**config.mk**
```make
export PLATFORM = sky130hd
export DESIGN_NAME = wavp_queue
export DESIGN_NICKNAME = d
export VERILOG_FILES = /design/src/hdl/wavp_pkg.sv /design/src/hdl/wavp_queue.sv
export SDC_FILE = /design/constraint.sdc
export NUM_CORES = 1
export LEC_CHECK = 0
export BUFFER_PORTS_ARGS = -buffer_cell sky130_fd_sc_hd__buf_2
export CORE_ASPECT_RATIO = 1.75
export CORE_MARGIN = 4
export CORE_UTILIZATION = 33
export DETAILED_ROUTE_END_ITERATION = 16
export PLACE_DENSITY = 0.54
export SETUP_SLACK_MARGIN = 0.05
export SLEW_MARGIN = 20
export SYNTH_ARGS = -nofsm -noshare
export SYNTH_HDL_FRONTEND = slang
export SYNTH_SLANG_ARGS = --single-unit
export TNS_END_PERCENT = 5
```
**constraint.sdc**
```tcl
create_clock -name clk -period 23.5 [get_ports clk]
set_clock_uncertainty 0.15 [all_clocks]
set_input_delay 1.175 -clock clk [delete_from_list [all_inputs] [get_ports clk]]
set_output_delay 1.175 -clock clk [all_outputs]
set_load 0.03 [all_outputs]
```
**src/hdl/wavp_pkg.sv**
```systemverilog
// ----------------------------------------------------------------------------
// wavp_pkg: shared types and constants
// Phase codes, tags, the command set and the front/back item struct.
// ----------------------------------------------------------------------------
package wavp_pkg;
	localparam logic [1:0] CMD_DATA    = 2'd0;
	localparam logic [1:0] CMD_START   = 2'd1;
	localparam logic [1:0] CMD_RESTART = 2'd2;
	localparam logic [1:0] CMD_STOP    = 2'd3;

	localparam logic [3:0] PH_HDR   = 4'd4;
	localparam logic [3:0] PH_FMT   = 4'd5;
	localparam logic [3:0] PH_CHUNK = 4'd6;
	localparam logic [3:0] PH_SKIP  = 4'd7;
	localparam logic [3:0] PH_JUNK  = 4'd8;
	localparam logic [3:0] PH_STOP  = 4'd9;
	localparam logic [3:0] PH_ERR1  = 4'd10;
	localparam logic [3:0] PH_ERR2  = 4'd11;
	localparam logic [3:0] PH_ERR3  = 4'd12;

	localparam logic [31:0] TAG_RIFF = 32'h46464952;
	localparam logic [31:0] TAG_WAVE = 32'h45564157;
	localparam logic [31:0] TAG_FMT  = 32'h20746D66;
	localparam logic [31:0] TAG_DATA = 32'h61746164;

	localparam logic [31:0] RATE_44K = 32'd44100;
	localparam logic [31:0] RATE_22K = 32'd22050;
	localparam logic [31:0] RATE_11K = 32'd11025;
	localparam logic [31:0] FMT_MIN  = 32'd16;

	// item handed from the parser to the timing back end
	typedef struct packed {
		logic        audio_valid;
		logic [7:0]  audio_byte;
		logic        audio_last;
		logic        playing;
		logic [1:0]  play_mode;
		logic [1:0]  rate_code;
		logic [1:0]  error_code;
		logic [31:0] start_offset;
		logic [31:0] done_bytes;
		logic [31:0] total_bytes;
		logic [31:0] byte_scale;
	} wavp_item_t;
endpackage

```
**src/hdl/wavp_queue.sv**
```systemverilog
// ----------------------------------------------------------------------------
// wavp_queue: two-entry item queue
// Decouples the parser from the back end; full rate with registered ready.
// ----------------------------------------------------------------------------
module wavp_queue import wavp_pkg::*; (
	input  logic       clk,
	input  logic       arst_n,
	input  logic       wr_en,
	input  wavp_item_t wr_item,
	output logic       not_full,
	input  logic       rd_en,
	output logic       not_empty,
	output wavp_item_t rd_item
);
	wavp_item_t mem_q [2];
	logic       wp_q, rp_q;
	logic [1:0] cnt_q;

	assign not_full  = (cnt_q != 2'd2);
	assign not_empty = (cnt_q != 2'd0);
	assign rd_item   = mem_q[rp_q];

	always_ff @(posedge clk or negedge arst_n) begin
		if (!arst_n) begin
			wp_q <= 1'b0; rp_q <= 1'b0; cnt_q <= 2'd0;
		end else begin
			if (wr_en) wp_q <= ~wp_q;
			if (rd_en) rp_q <= ~rp_q;
			cnt_q <= cnt_q + 2'(wr_en) - 2'(rd_en);
		end
	end

	always_ff @(posedge clk) begin
		if (wr_en) mem_q[wp_q] <= wr_item;
	end
endmodule

```
==> results list <==
- The flow ran to the end, and the final reports show no timing, DRC or antenna violations.
- The die covers 35600 sq um.
- Global routing finished with a remaining overflow of 0.
* Metal2 WL: roughly 13 mm
- For this run, design rule violations remaining after detail routing come to 0.
* Total setup violations reported at the end of the flow: 0
- Clock-pin slew was measured on the worst setup and hold paths at 0.06 ns.
- Of the post-synthesis cell area, the part taken by muxes is 0.152.
- Total global routing track utilization: 0.120
* Number of levels in the clock H-tree: 1
- Summed over all layers, the routed wires come to about 23 mm.
- Slew headroom: 0.325
- The worst path in the final design needs a cycle of around 4.1 ns, including I/O delays and setup.
- Detailed Place HPWL: 15.2 mm
- Adder-cell area share of the yosys netlist: 0.00233
- The worst setup path is launched from a flop.
- Final routed wire length divided by cell count: between 15 and 20 microns
* Setup repair after global routing missed its margin: false
- At the pin with the least slew margin, the transition time is 1.01 ns.
* Final weighted congestion in routability-driven placement: 0.735
- Total of warnings raised by yosys: 0
* Vias per Instance: 4.44
- By area, the combinational part of the netlist is dominated by multiplexers.
- Total number of clock tree sinks: between 200 and 300
* Fraction of layout cells with a size suffix above 1: 0.614
- Fill cell count: about 3000
- Area of all placed cells without fillers: 13400 sq um
- For this run, the register share of the synthesized area comes to 0.820.
- Input and output buffers added on the ports amount to 295.
* Crit path DAT: about 2.7 ns
- The clock reaches the later pin of the worst-skew pair after around 0.53 ns.
- Placed Cells: 1152
- Static power due to leakage: roughly 0.0050 uW
- The multi-input combinational cells in the finished layout cover a total of 1730 sq um.
- The worst setup path is captured at a primary output.
- The die is 247 microns tall.
- Register bit total from synthesis: 294
- For this run, the top clock speed supported by timing is 246 MHz.
- Worst Path Max Fanout: 53
- In this run, post-CTS hold repair placed 0 buffers.
* DRC violation total after the first TritonRoute iteration: 167
- Die width: 144 microns
- XOR/XNOR share of the synthesized area: 0.00384
- Traced cell by cell, the critical path runs through buf_4, mux2_2, buf_2.
- Net count reported at finish: 932
- VDD sags by at most 0.0751 mV.
- Largest net degree at the start of global routing: 72
- The number of different library cells used by synthesis comes to 13.
- The tool flagged a number of max-cap violations equal to 0.
* Fraction of the cycle the final worst path needs: 0.173
- Clock tree from TritonCTS: built
- Simple-Gate Fraction of Synth Area: 0.00233
- between 200 and 300 I/O pins were placed.
* Post-synth net total: 617
- The first detailed-routing pass took 4 iterations.
- Total number of placement rows: 87
- Mapped Area: 10700 sq um
- For this run, the slowest stage of the critical path takes roughly 0.83 ns.
- In this run the remaining antenna-violating nets after routing total 0.
* Core Footprint: 32200 sq um
* Fin. Hold Viols: 0
- Via count of the first global-routing pass: 5673
- Critical path class: reg2out
* Number of buffers inserted during clock tree synthesis: 27
- The number of cells on the worst reg-to-reg path is 2.
- Number of antenna violations at the first check in global routing: 6
- For this design, the slowest cell found on the critical path is sky130_fd_sc_hd__dfrtp_4.
- Total count of max-transition violations in the final report: 0
- Measured on the finished design, the core utilization comes to 0.417.
- The final route contains 5350 vias.
* Initial Util: 0.333
- Clk buf depth: 3
- Number of setup buffers added after CTS: 0
- For this design the ratio of total power to cell area is around 130 nW/um^2.
- Met1 WL: about 7.5 mm
* Area fraction in compound gates after synthesis: 0
- In the synthesized netlist, the number of instances is 466.
* Area taken by flip-flops and latches: 8810 sq um
- Number of standard cells in the final layout excluding fillers: 1204
- The routed design uses 1.52 mm of met3 wire.
* Classification of the worst-slack hold path: in2async
- Cell chosen for the clock root: sky130_fd_sc_hd__clkbuf_16
* Mean post-synth cell area: approximately 23 sq um
* Layout overhead on the synthesized area: 25.2%
- In this run, post-CTS repair resized a total of 0 instances.
- First-pass GRT wire length: 32.4 mm
* Max Used Layer: met4
- Summed over all failing endpoints, the final setup total negative slack is 0 ns.
- STA puts the critical path data required time at 22.18 ns.
* Instance area at placement: 12600 sq um
[final timing paths]
path / startpoint / end / slack, ns
setup / recovery: rp_q / rd_item[91] / 19.44
max in group asynchronous: arst_n / rp_q / 22.76
hold / removal: arst_n / cnt_q[0] / 0.29
hold reg to reg: wp_q / wp_q / 0.40
setup reg to reg: wp_q / mem_q[1][33] / 21.17
min in group clk: wp_q / wp_q / 0.40
[critical path, delay by kind of cell (launching register included)]
kind	cells	cell delay [ns]
buffers and inverters	2	0.88
flip-flops	1	0.83
multiplexers	1	0.41
[registers in the layout, summed over array words and instances, names as in the netlist]
name   count
cnt_q      2
mem_q    290
rp_q       1
wp_q       1
[cells by family after synthesis]
logic type / Yosys count
flip-flops: 294
multiplexers: 145
buffers and inverters: 18
AND/OR/NAND/NOR: 4
XOR/XNOR: 3
adder cells (fa/ha/maj): 2
[metal layers]
metal	up-vias	GRT usage
met3	44	0.0275
met1	2613	0.121
li1	2501	-
met4	0	0.0557
met2	192	0.229
met5	-	0
[cell usage after synthesis]
library cell / n / area share
sky130_fd_sc_hd__dfrtp_1: 4 / 0.0093
sky130_fd_sc_hd__clkbuf_8: 10 / 0.013
sky130_fd_sc_hd__and2_1: 1 / 0.00058
sky130_fd_sc_hd__xor3_1: 1 / 0.0022
sky130_fd_sc_hd__ha_1: 2 / 0.0023
sky130_fd_sc_hd__or2_2: 1 / 0.00058
sky130_fd_sc_hd__xor2_1: 2 / 0.0016
sky130_fd_sc_hd__nor2b_1: 1 / 0.00058
sky130_fd_sc_hd__buf_6: 6 / 0.0063
sky130_fd_sc_hd__inv_1: 2 / 0.00070
sky130_fd_sc_hd__nand2b_1: 1 / 0.00058
sky130_fd_sc_hd__edfxtp_1: 290 / 0.81
sky130_fd_sc_hd__mux2_2: 145 / 0.15
[placed cells by master, fill, tap and decap left out, drive strengths merged]
master	Yosys	final
dfrtp	4	4
clkbuf	10	30
nor2b	1	1
mux2	145	145
nand2b	1	1
and2	1	1
clkinv	0	9
diode	0	6
inv	2	4
clkinvlp	0	2
or2	1	1
buf	6	302
xor2	2	2
bufinv	0	3
edfxtp	290	290
ha	2	2
xor3	1	1
[where the power goes]
group	total (uW)	switching, uW	leakage (uW)	internal (uW)
Sequential	731	34.9	0.00277	696
Clock	425	182	0.000414	243
Combinational	604	402	0.00183	203
[stage by stage]
step / total power (uW) / setup WS, ns / hold slack [ns]
5_1_grt: 1850 / 19.27 / 0.256
6_report: 1760 / 19.44 / 0.290
3_5_place_dp: 1370 / 19.89 / 0.395
4_1_cts: 1800 / 19.30 / 0.245
3_3_place_gp: 1360 / 19.91 / 0.379
2_1_floorplan: 1220 / 15.23 / 0.305
[area by class of cell]
class                      count  share of cell area
antenna                        6             0.00112
clock buffer                  30              0.0511
clock inverter                16              0.0121
inverter                       2            0.000558
multi-input combinational    154               0.129
sequential                   294               0.655
tap                          400              0.0372
timing repair buffer         302               0.114
Power figures use the tool's default switching activity.
