`src/hdl/wavp_pkg.sv`:
```
// ----------------------------------------------------------------------------
// wavp_pkg: shared types and constants
// Phase codes, tags, the command set and the front/back item struct.
// ----------------------------------------------------------------------------
package wavp_pkg;
	localparam logic [1:0] CMD_DATA    = 2'd0;
	localparam logic [1:0] CMD_START   = 2'd1;
	localparam logic [1:0] CMD_RESTART = 2'd2;
	localparam logic [1:0] CMD_STOP    = 2'd3;

	localparam logic [3:0] PH_HDR   = 4'd4;
	localparam logic [3:0] PH_FMT   = 4'd5;
	localparam logic [3:0] PH_CHUNK = 4'd6;
	localparam logic [3:0] PH_SKIP  = 4'd7;
	localparam logic [3:0] PH_JUNK  = 4'd8;
	localparam logic [3:0] PH_STOP  = 4'd9;
	localparam logic [3:0] PH_ERR1  = 4'd10;
	localparam logic [3:0] PH_ERR2  = 4'd11;
	localparam logic [3:0] PH_ERR3  = 4'd12;

	localparam logic [31:0] TAG_RIFF = 32'h46464952;
	localparam logic [31:0] TAG_WAVE = 32'h45564157;
	localparam logic [31:0] TAG_FMT  = 32'h20746D66;
	localparam logic [31:0] TAG_DATA = 32'h61746164;

	localparam logic [31:0] RATE_44K = 32'd44100;
	localparam logic [31:0] RATE_22K = 32'd22050;
	localparam logic [31:0] RATE_11K = 32'd11025;
	localparam logic [31:0] FMT_MIN  = 32'd16;

	// item handed from the parser to the timing back end
	typedef struct packed {
		logic        audio_valid;
		logic [7:0]  audio_byte;
		logic        audio_last;
		logic        playing;
		logic [1:0]  play_mode;
		logic [1:0]  rate_code;
		logic [1:0]  error_code;
		logic [31:0] start_offset;
		logic [31:0] done_bytes;
		logic [31:0] total_bytes;
		logic [31:0] byte_scale;
	} wavp_item_t;
endpackage

```
`src/hdl/wavp_back.sv`:
```
// ----------------------------------------------------------------------------
// wavp_back: timing back end
// Two-stage pipeline: input register, then multiply to ms into the output register.
// ----------------------------------------------------------------------------
module wavp_back import wavp_pkg::*; (
	input  logic         clk,
	input  logic         arst_n,
	input  logic         q_valid,
	input  wavp_item_t   q_item,
	output logic         q_pop,
	output logic         m_valid,
	input  logic         m_ready,
	output logic [111:0] m_data,
	output logic [2:0]   m_user
);
	logic        v_s1, v_s2;
	wavp_item_t  it_s1;
	logic [63:0] pos_s2, len_s2;
	wavp_item_t  it_s2;
	logic        adv2, adv1;

	assign adv2  = !v_s2 || m_ready;
	assign adv1  = !v_s1 || adv2;
	assign q_pop = q_valid && adv1;

	always_ff @(posedge clk or negedge arst_n) begin
		if (!arst_n) begin
			v_s1 <= 1'b0; v_s2 <= 1'b0;
		end else begin
			if (adv1) v_s1 <= q_valid;
			if (adv2) v_s2 <= v_s1;
		end
	end

	always_ff @(posedge clk) begin
		if (adv1 && q_valid) it_s1 <= q_item;
		if (adv2 && v_s1) begin
			it_s2  <= it_s1;
			pos_s2 <= 64'(it_s1.done_bytes) * 64'(it_s1.byte_scale);
			len_s2 <= 64'(it_s1.total_bytes) * 64'(it_s1.byte_scale);
		end
	end

	assign m_valid = v_s2;
	// tdata: audio_byte, play_mode, rate_code, error_code, offset, position, length
	assign m_data = {2'b00,
	                 it_s2.playing ? len_s2[63:32] : 32'd0,
	                 it_s2.playing ? pos_s2[63:32] : 32'd0,
	                 it_s2.start_offset, it_s2.error_code, it_s2.rate_code,
	                 it_s2.play_mode, it_s2.audio_byte};
	// user: [0] audio_valid, [1] playing, [2] audio_last
	assign m_user = {it_s2.audio_last, it_s2.playing, it_s2.audio_valid};
endmodule
```
`config.mk`:
```
export PLATFORM = sky130hd
export DESIGN_NAME = wavp_back
export DESIGN_NICKNAME = d
export VERILOG_FILES = /design/src/hdl/wavp_pkg.sv /design/src/hdl/wavp_back.sv
export SDC_FILE = /design/constraint.sdc
export NUM_CORES = 2
export LEC_CHECK = 0
export BUFFER_PORTS_ARGS = -buffer_cell sky130_fd_sc_hd__buf_2
export CAP_MARGIN = 20
export CELL_PAD_IN_SITES_DETAIL_PLACEMENT = 0
export CELL_PAD_IN_SITES_GLOBAL_PLACEMENT = 1
export CORE_MARGIN = 4
export CORE_UTILIZATION = 35
export CTS_CLUSTER_DIAMETER = 200
export CTS_CLUSTER_SIZE = 28
export DETAILED_ROUTE_END_ITERATION = 8
export PLACE_DENSITY_LB_ADDON = 0.1
export SYNTH_ARGS = -nofsm -noshare
export SYNTH_HDL_FRONTEND = slang
export SYNTH_SLANG_ARGS = --single-unit
```
`constraint.sdc`:
```
create_clock -name clk -period 35.6 [get_ports clk]
set_input_delay 1.78 -clock clk [delete_from_list [all_inputs] [get_ports clk]]
set_output_delay 1.78 -clock clk [all_outputs]
set_load 0.05 [all_outputs]
```
==> flow_summary.html <==
<table>
<tr><th>Metric</th><th>Value</th></tr>
<tr><th colspan="2">Run status</th></tr>
<tr><td>Status</td><td>finished, final reports clean</td></tr>
<tr><th colspan="2">Global routing</th></tr>
<tr><td>Pin count of the biggest net entering global routing</td><td>65</td></tr>
<tr><td>Total Routing Usage GR</td><td>21.9%</td></tr>
<tr><td>Antenna violations before repair</td><td>18</td></tr>
<tr><td>Highest-utilization routing layer at the global route stage</td><td>met2</td></tr>
<tr><td>Overflow after GRT</td><td>0</td></tr>
<tr><td>Global-route wire length before repair</td><td>358000 um</td></tr>
<tr><td>Vias in the first global route</td><td>56385</td></tr>
<tr><td>Met1 usage in global routing</td><td>30.4%</td></tr>
<tr><td>Global routing met2 resource utilization</td><td>37.9%</td></tr>
<tr><td>Met3 track demand over resource</td><td>1.63%</td></tr>
<tr><th colspan="2">Worst setup path</th></tr>
<tr><td>Type of the worst setup path</td><td>reg2reg</td></tr>
<tr><td>Crit path max fanout</td><td>50</td></tr>
<tr><td>Critical path launch point type</td><td>flip-flop</td></tr>
<tr><td>Worst setup EP type</td><td>flip-flop</td></tr>
<tr><td>Data arrival time of the critical path</td><td>9.72 ns</td></tr>
<tr><td>Critical path cell sequence</td><td>buf_4, and2_1, fa_1, fa_1, inv_1, fa_1, fa_1, fa_1, inv_1, fa_1, fa_1, fa_1, ha_1, nand4_1, nor4_1, nand4_1, o21ai_1, o21ai_1, o21ai_2, a31oi_1, o31ai_1, o221ai_1, xnor2_1</td></tr>
<tr><td>Slowest cell on crit path</td><td>sky130_fd_sc_hd__buf_4</td></tr>
<tr><td>Required time reported for the critical path endpoint</td><td>35.99 ns</td></tr>
<tr><td>Top delay family on crit path</td><td>adder cells</td></tr>
<tr><td>Most common cell type on the critical path</td><td>sky130_fd_sc_hd__fa_1</td></tr>
<tr><td>Bufs and invs on worst path</td><td>3</td></tr>
<tr><td>Delay contributed by the slowest stage of the critical path</td><td>0.74 ns</td></tr>
<tr><th colspan="2">Clock tree</th></tr>
<tr><td>Clock transition at the registers of the reported paths</td><td>0.12 ns</td></tr>
<tr><td>Clock tree from TritonCTS</td><td>done</td></tr>
<tr><td>Hold-fix buffer count after cts</td><td>0</td></tr>
<tr><td>Clock network latency to the later pin of the worst-skew pair</td><td>0.63 ns</td></tr>
<tr><td>Post-CTS setup buffers</td><td>0</td></tr>
<tr><td>H-tree lvl count</td><td>1</td></tr>
<tr><td>Number of instances resized during post-cts repair</td><td>0</td></tr>
<tr><td>Number of buffers inserted during clock tree synthesis</td><td>15</td></tr>
<tr><td>Buffer type at the clock tree root</td><td>sky130_fd_sc_hd__clkbuf_16</td></tr>
<tr><td>Clock tree sinks</td><td>260</td></tr>
<tr><td>Max Buffers Root-to-Sink</td><td>3</td></tr>
<tr><th colspan="2">Flow run</th></tr>
<tr><td>Max-cap violations</td><td>0</td></tr>
<tr><th colspan="2">Synth</th></tr>
<tr><td>Share of synthesized area occupied by flip-flops and latches</td><td>10.6%</td></tr>
<tr><td>Post-synth cell types</td><td>65</td></tr>
<tr><td>Number of warnings issued by yosys</td><td>0</td></tr>
<tr><td>FFs w/ async S/R, synth</td><td>0.769%</td></tr>
<tr><td>Area of the mapped netlist</td><td>0.0733 mm2</td></tr>
<tr><td>Count of flip-flops with a built-in enable after synthesis</td><td>258</td></tr>
<tr><td>Most frequently used flop master after synthesis</td><td>sky130_fd_sc_hd__edfxtp_1</td></tr>
<tr><td>Number of synthesized register bits</td><td>260</td></tr>
<tr><td>Synthesized netlist cell count</td><td>7490</td></tr>
<tr><td>Mean cell area of the mapped netlist</td><td>9.79 um2</td></tr>
<tr><th colspan="2">Timing</th></tr>
<tr><td>Worst clock skew on the final layout</td><td>0.0389 ns</td></tr>
<tr><td>Final Hold Violating Endpoints</td><td>0</td></tr>
<tr><td>Min cycle time layout</td><td>9.33 ns</td></tr>
<tr><td>Total setup violations reported at the end of the flow</td><td>0</td></tr>
<tr><td>Unrepaired setup endpoints after global routing</td><td>no</td></tr>
<tr><td>Period utilization</td><td>26.2%</td></tr>
<tr><td>Max-slew violation count</td><td>0</td></tr>
<tr><td>Final sum of negative setup slack</td><td>0 ns</td></tr>
<tr><td>Worst Max-Slew Pin Slew</td><td>1.07 ns</td></tr>
<tr><td>Maximum clock frequency</td><td>0.107 GHz</td></tr>
<tr><td>Relative slew margins</td><td>27.3%</td></tr>
<tr><th colspan="2">Routing</th></tr>
<tr><td>First-pass iteration count of the detailed router</td><td>5</td></tr>
<tr><td>Count of nets left with antenna violations after detail routing</td><td>0</td></tr>
<tr><td>Average wire per cell in the routed design</td><td>22.5 um</td></tr>
<tr><td>Residual DRC count</td><td>0</td></tr>
<tr><td>Count of vias placed by the detailed router</td><td>49243</td></tr>
<tr><td>Aggregate routed wire length</td><td>231000 um</td></tr>
<tr><td>Detailed router's first-iteration violation count</td><td>2529</td></tr>
<tr><td>Post-DR vias/cell</td><td>4.79</td></tr>
<tr><th colspan="2">Floorplan</th></tr>
<tr><td>Total Die Area</td><td>0.217 mm2</td></tr>
<tr><td>Top-level I/O count</td><td>266</td></tr>
<tr><td>Height of the die</td><td>466 um</td></tr>
<tr><td>Floorplan Core Area</td><td>0.208 mm2</td></tr>
<tr><td>Initial core utilization</td><td>35.3%</td></tr>
<tr><td>Number of rows in the core area</td><td>167</td></tr>
<tr><td>Horizontal extent of the die</td><td>466 um</td></tr>
<tr><th colspan="2">Finish</th></tr>
<tr><td>Layout overhead on the synthesized area</td><td>6.42%</td></tr>
<tr><td>Net count reported at finish</td><td>9932</td></tr>
<tr><td>Fill cell count</td><td>21194</td></tr>
<tr><td>Post-Route Utilization</td><td>37.6%</td></tr>
<tr><td>Share of final-layout standard cells stronger than drive strength 1</td><td>5.80%</td></tr>
<tr><th colspan="2">Placement</th></tr>
<tr><td>Final Wtd Congestion</td><td>0.844</td></tr>
<tr><td>Post-detail-place hpwl</td><td>172000 um</td></tr>
<tr><td>Buffers on Ports</td><td>263</td></tr>
<tr><th colspan="2">Hold path</th></tr>
<tr><td>Path category of the worst min-delay check</td><td>reg2reg</td></tr>
</table>
registers in the layout, summed over array words and instances (netlist names):
| name | count |
|---|---|
| m_valid | 1 |
| m_user | 3 |
| it_s1 | 145 |
| len_s2 | 32 |
| m_data | 46 |
| pos_s2 | 32 |
| v_s1 | 1 |
cells in the final DEF, fill, tap and decap left out, types with 52 or more instances in the layout:
master	Yosys	layout
sky130_fd_sc_hd__ha_1	520	520
sky130_fd_sc_hd__buf_4	2	131
sky130_fd_sc_hd__fa_1	1790	1790
sky130_fd_sc_hd__a21o_1	68	68
sky130_fd_sc_hd__nand2_1	936	936
sky130_fd_sc_hd__edfxtp_1	258	258
sky130_fd_sc_hd__a21oi_1	100	100
sky130_fd_sc_hd__and2_1	1247	1246
sky130_fd_sc_hd__xnor2_1	52	52
sky130_fd_sc_hd__inv_1	1757	1757
sky130_fd_sc_hd__buf_2	2	263
per-layer routing:
layer	wire length [um]	vias up
li1	-	21645
met1	104000	26421
met2	114000	986
met3	8590	191
met4	5040	0
met5	0	-
per-stage QoR:
step	std cells	cell area, um2	worst slack [ns]	hold slack (ns)
after floorplan	7491	73300	20.48	0.400
after global placement	10244	77500	26.39	0.401
after detailed placement	10244	77500	26.27	0.405
after CTS	10269	78000	26.28	0.407
after global routing	10270	78000	25.91	0.429
final	10274	78000	26.27	0.407
layout make-up:
cell class,count,area [um2],area share [%]
inverter,1757,6600,8.45
multi-input combinational,5044,57300,73.5
tap,2788,3490,4.47
clock inverter,7,103,0.132
clock buffer,18,387,0.496
timing repair buffer,395,2320,2.97
antenna,5,12.5,0.0160
sequential,260,7800,10.0
final timing paths:
kind	slack, ns	start	end	depth (start not counted)
setup / recovery	26.27	it_s1[8]$_DFFE_PP_	len_s2[59]$_DFFE_PP_	23
hold / removal	0.41	it_s1[110]$_DFFE_PP_	m_data[28]$_DFFE_PP_	0
setup reg to reg	26.27	it_s1[8]$_DFFE_PP_	len_s2[59]$_DFFE_PP_	23
hold reg to reg	0.41	it_s1[110]$_DFFE_PP_	m_data[28]$_DFFE_PP_	0
max in group asynchronous	34.56	arst_n	m_valid$_DFFE_PN0P_	1
min in group asynchronous	0.93	arst_n	v_s1$_DFFE_PN0N_	1
cell usage after synthesis (7+ instances only):
cell | number | share of area (%)
sky130_fd_sc_hd__a211oi_1 | 7 | 0.072
sky130_fd_sc_hd__a21o_1 | 68 | 0.70
sky130_fd_sc_hd__a21oi_1 | 100 | 0.68
sky130_fd_sc_hd__a31oi_1 | 12 | 0.10
sky130_fd_sc_hd__and2_1 | 1247 | 11
sky130_fd_sc_hd__and3_1 | 11 | 0.094
sky130_fd_sc_hd__buf_1 | 10 | 0.051
sky130_fd_sc_hd__clkbuf_1 | 416 | 2.1
sky130_fd_sc_hd__edfxtp_1 | 258 | 11
sky130_fd_sc_hd__fa_1 | 1790 | 49
sky130_fd_sc_hd__ha_1 | 520 | 8.9
sky130_fd_sc_hd__inv_1 | 1757 | 9.0
sky130_fd_sc_hd__nand2_1 | 936 | 4.8
sky130_fd_sc_hd__nand2b_1 | 9 | 0.077
sky130_fd_sc_hd__nand3_1 | 14 | 0.096
sky130_fd_sc_hd__nand4_1 | 24 | 0.20
sky130_fd_sc_hd__nor2_1 | 44 | 0.23
sky130_fd_sc_hd__nor2b_1 | 18 | 0.15
sky130_fd_sc_hd__nor3_1 | 14 | 0.096
sky130_fd_sc_hd__o211ai_1 | 7 | 0.072
sky130_fd_sc_hd__o21a_1 | 13 | 0.13
sky130_fd_sc_hd__o21ai_0 | 40 | 0.27
sky130_fd_sc_hd__o21ai_1 | 10 | 0.068
sky130_fd_sc_hd__o21bai_1 | 15 | 0.15
sky130_fd_sc_hd__o31ai_1 | 7 | 0.072
sky130_fd_sc_hd__xnor2_1 | 52 | 0.62
sky130_fd_sc_hd__xor2_1 | 21 | 0.25
cell families after synthesis:
group,synth area share [%]
flops,10.6
buf+inv,11.2
xor+xnor,0.872
other cells,0.00512
fa+ha+maj,57.8
simple gates,16.5
compound gates,2.97
Power is left out: the tool's default activity adds up to more than one toggle a clock period on the data nets, which glitch-free logic cannot reach.
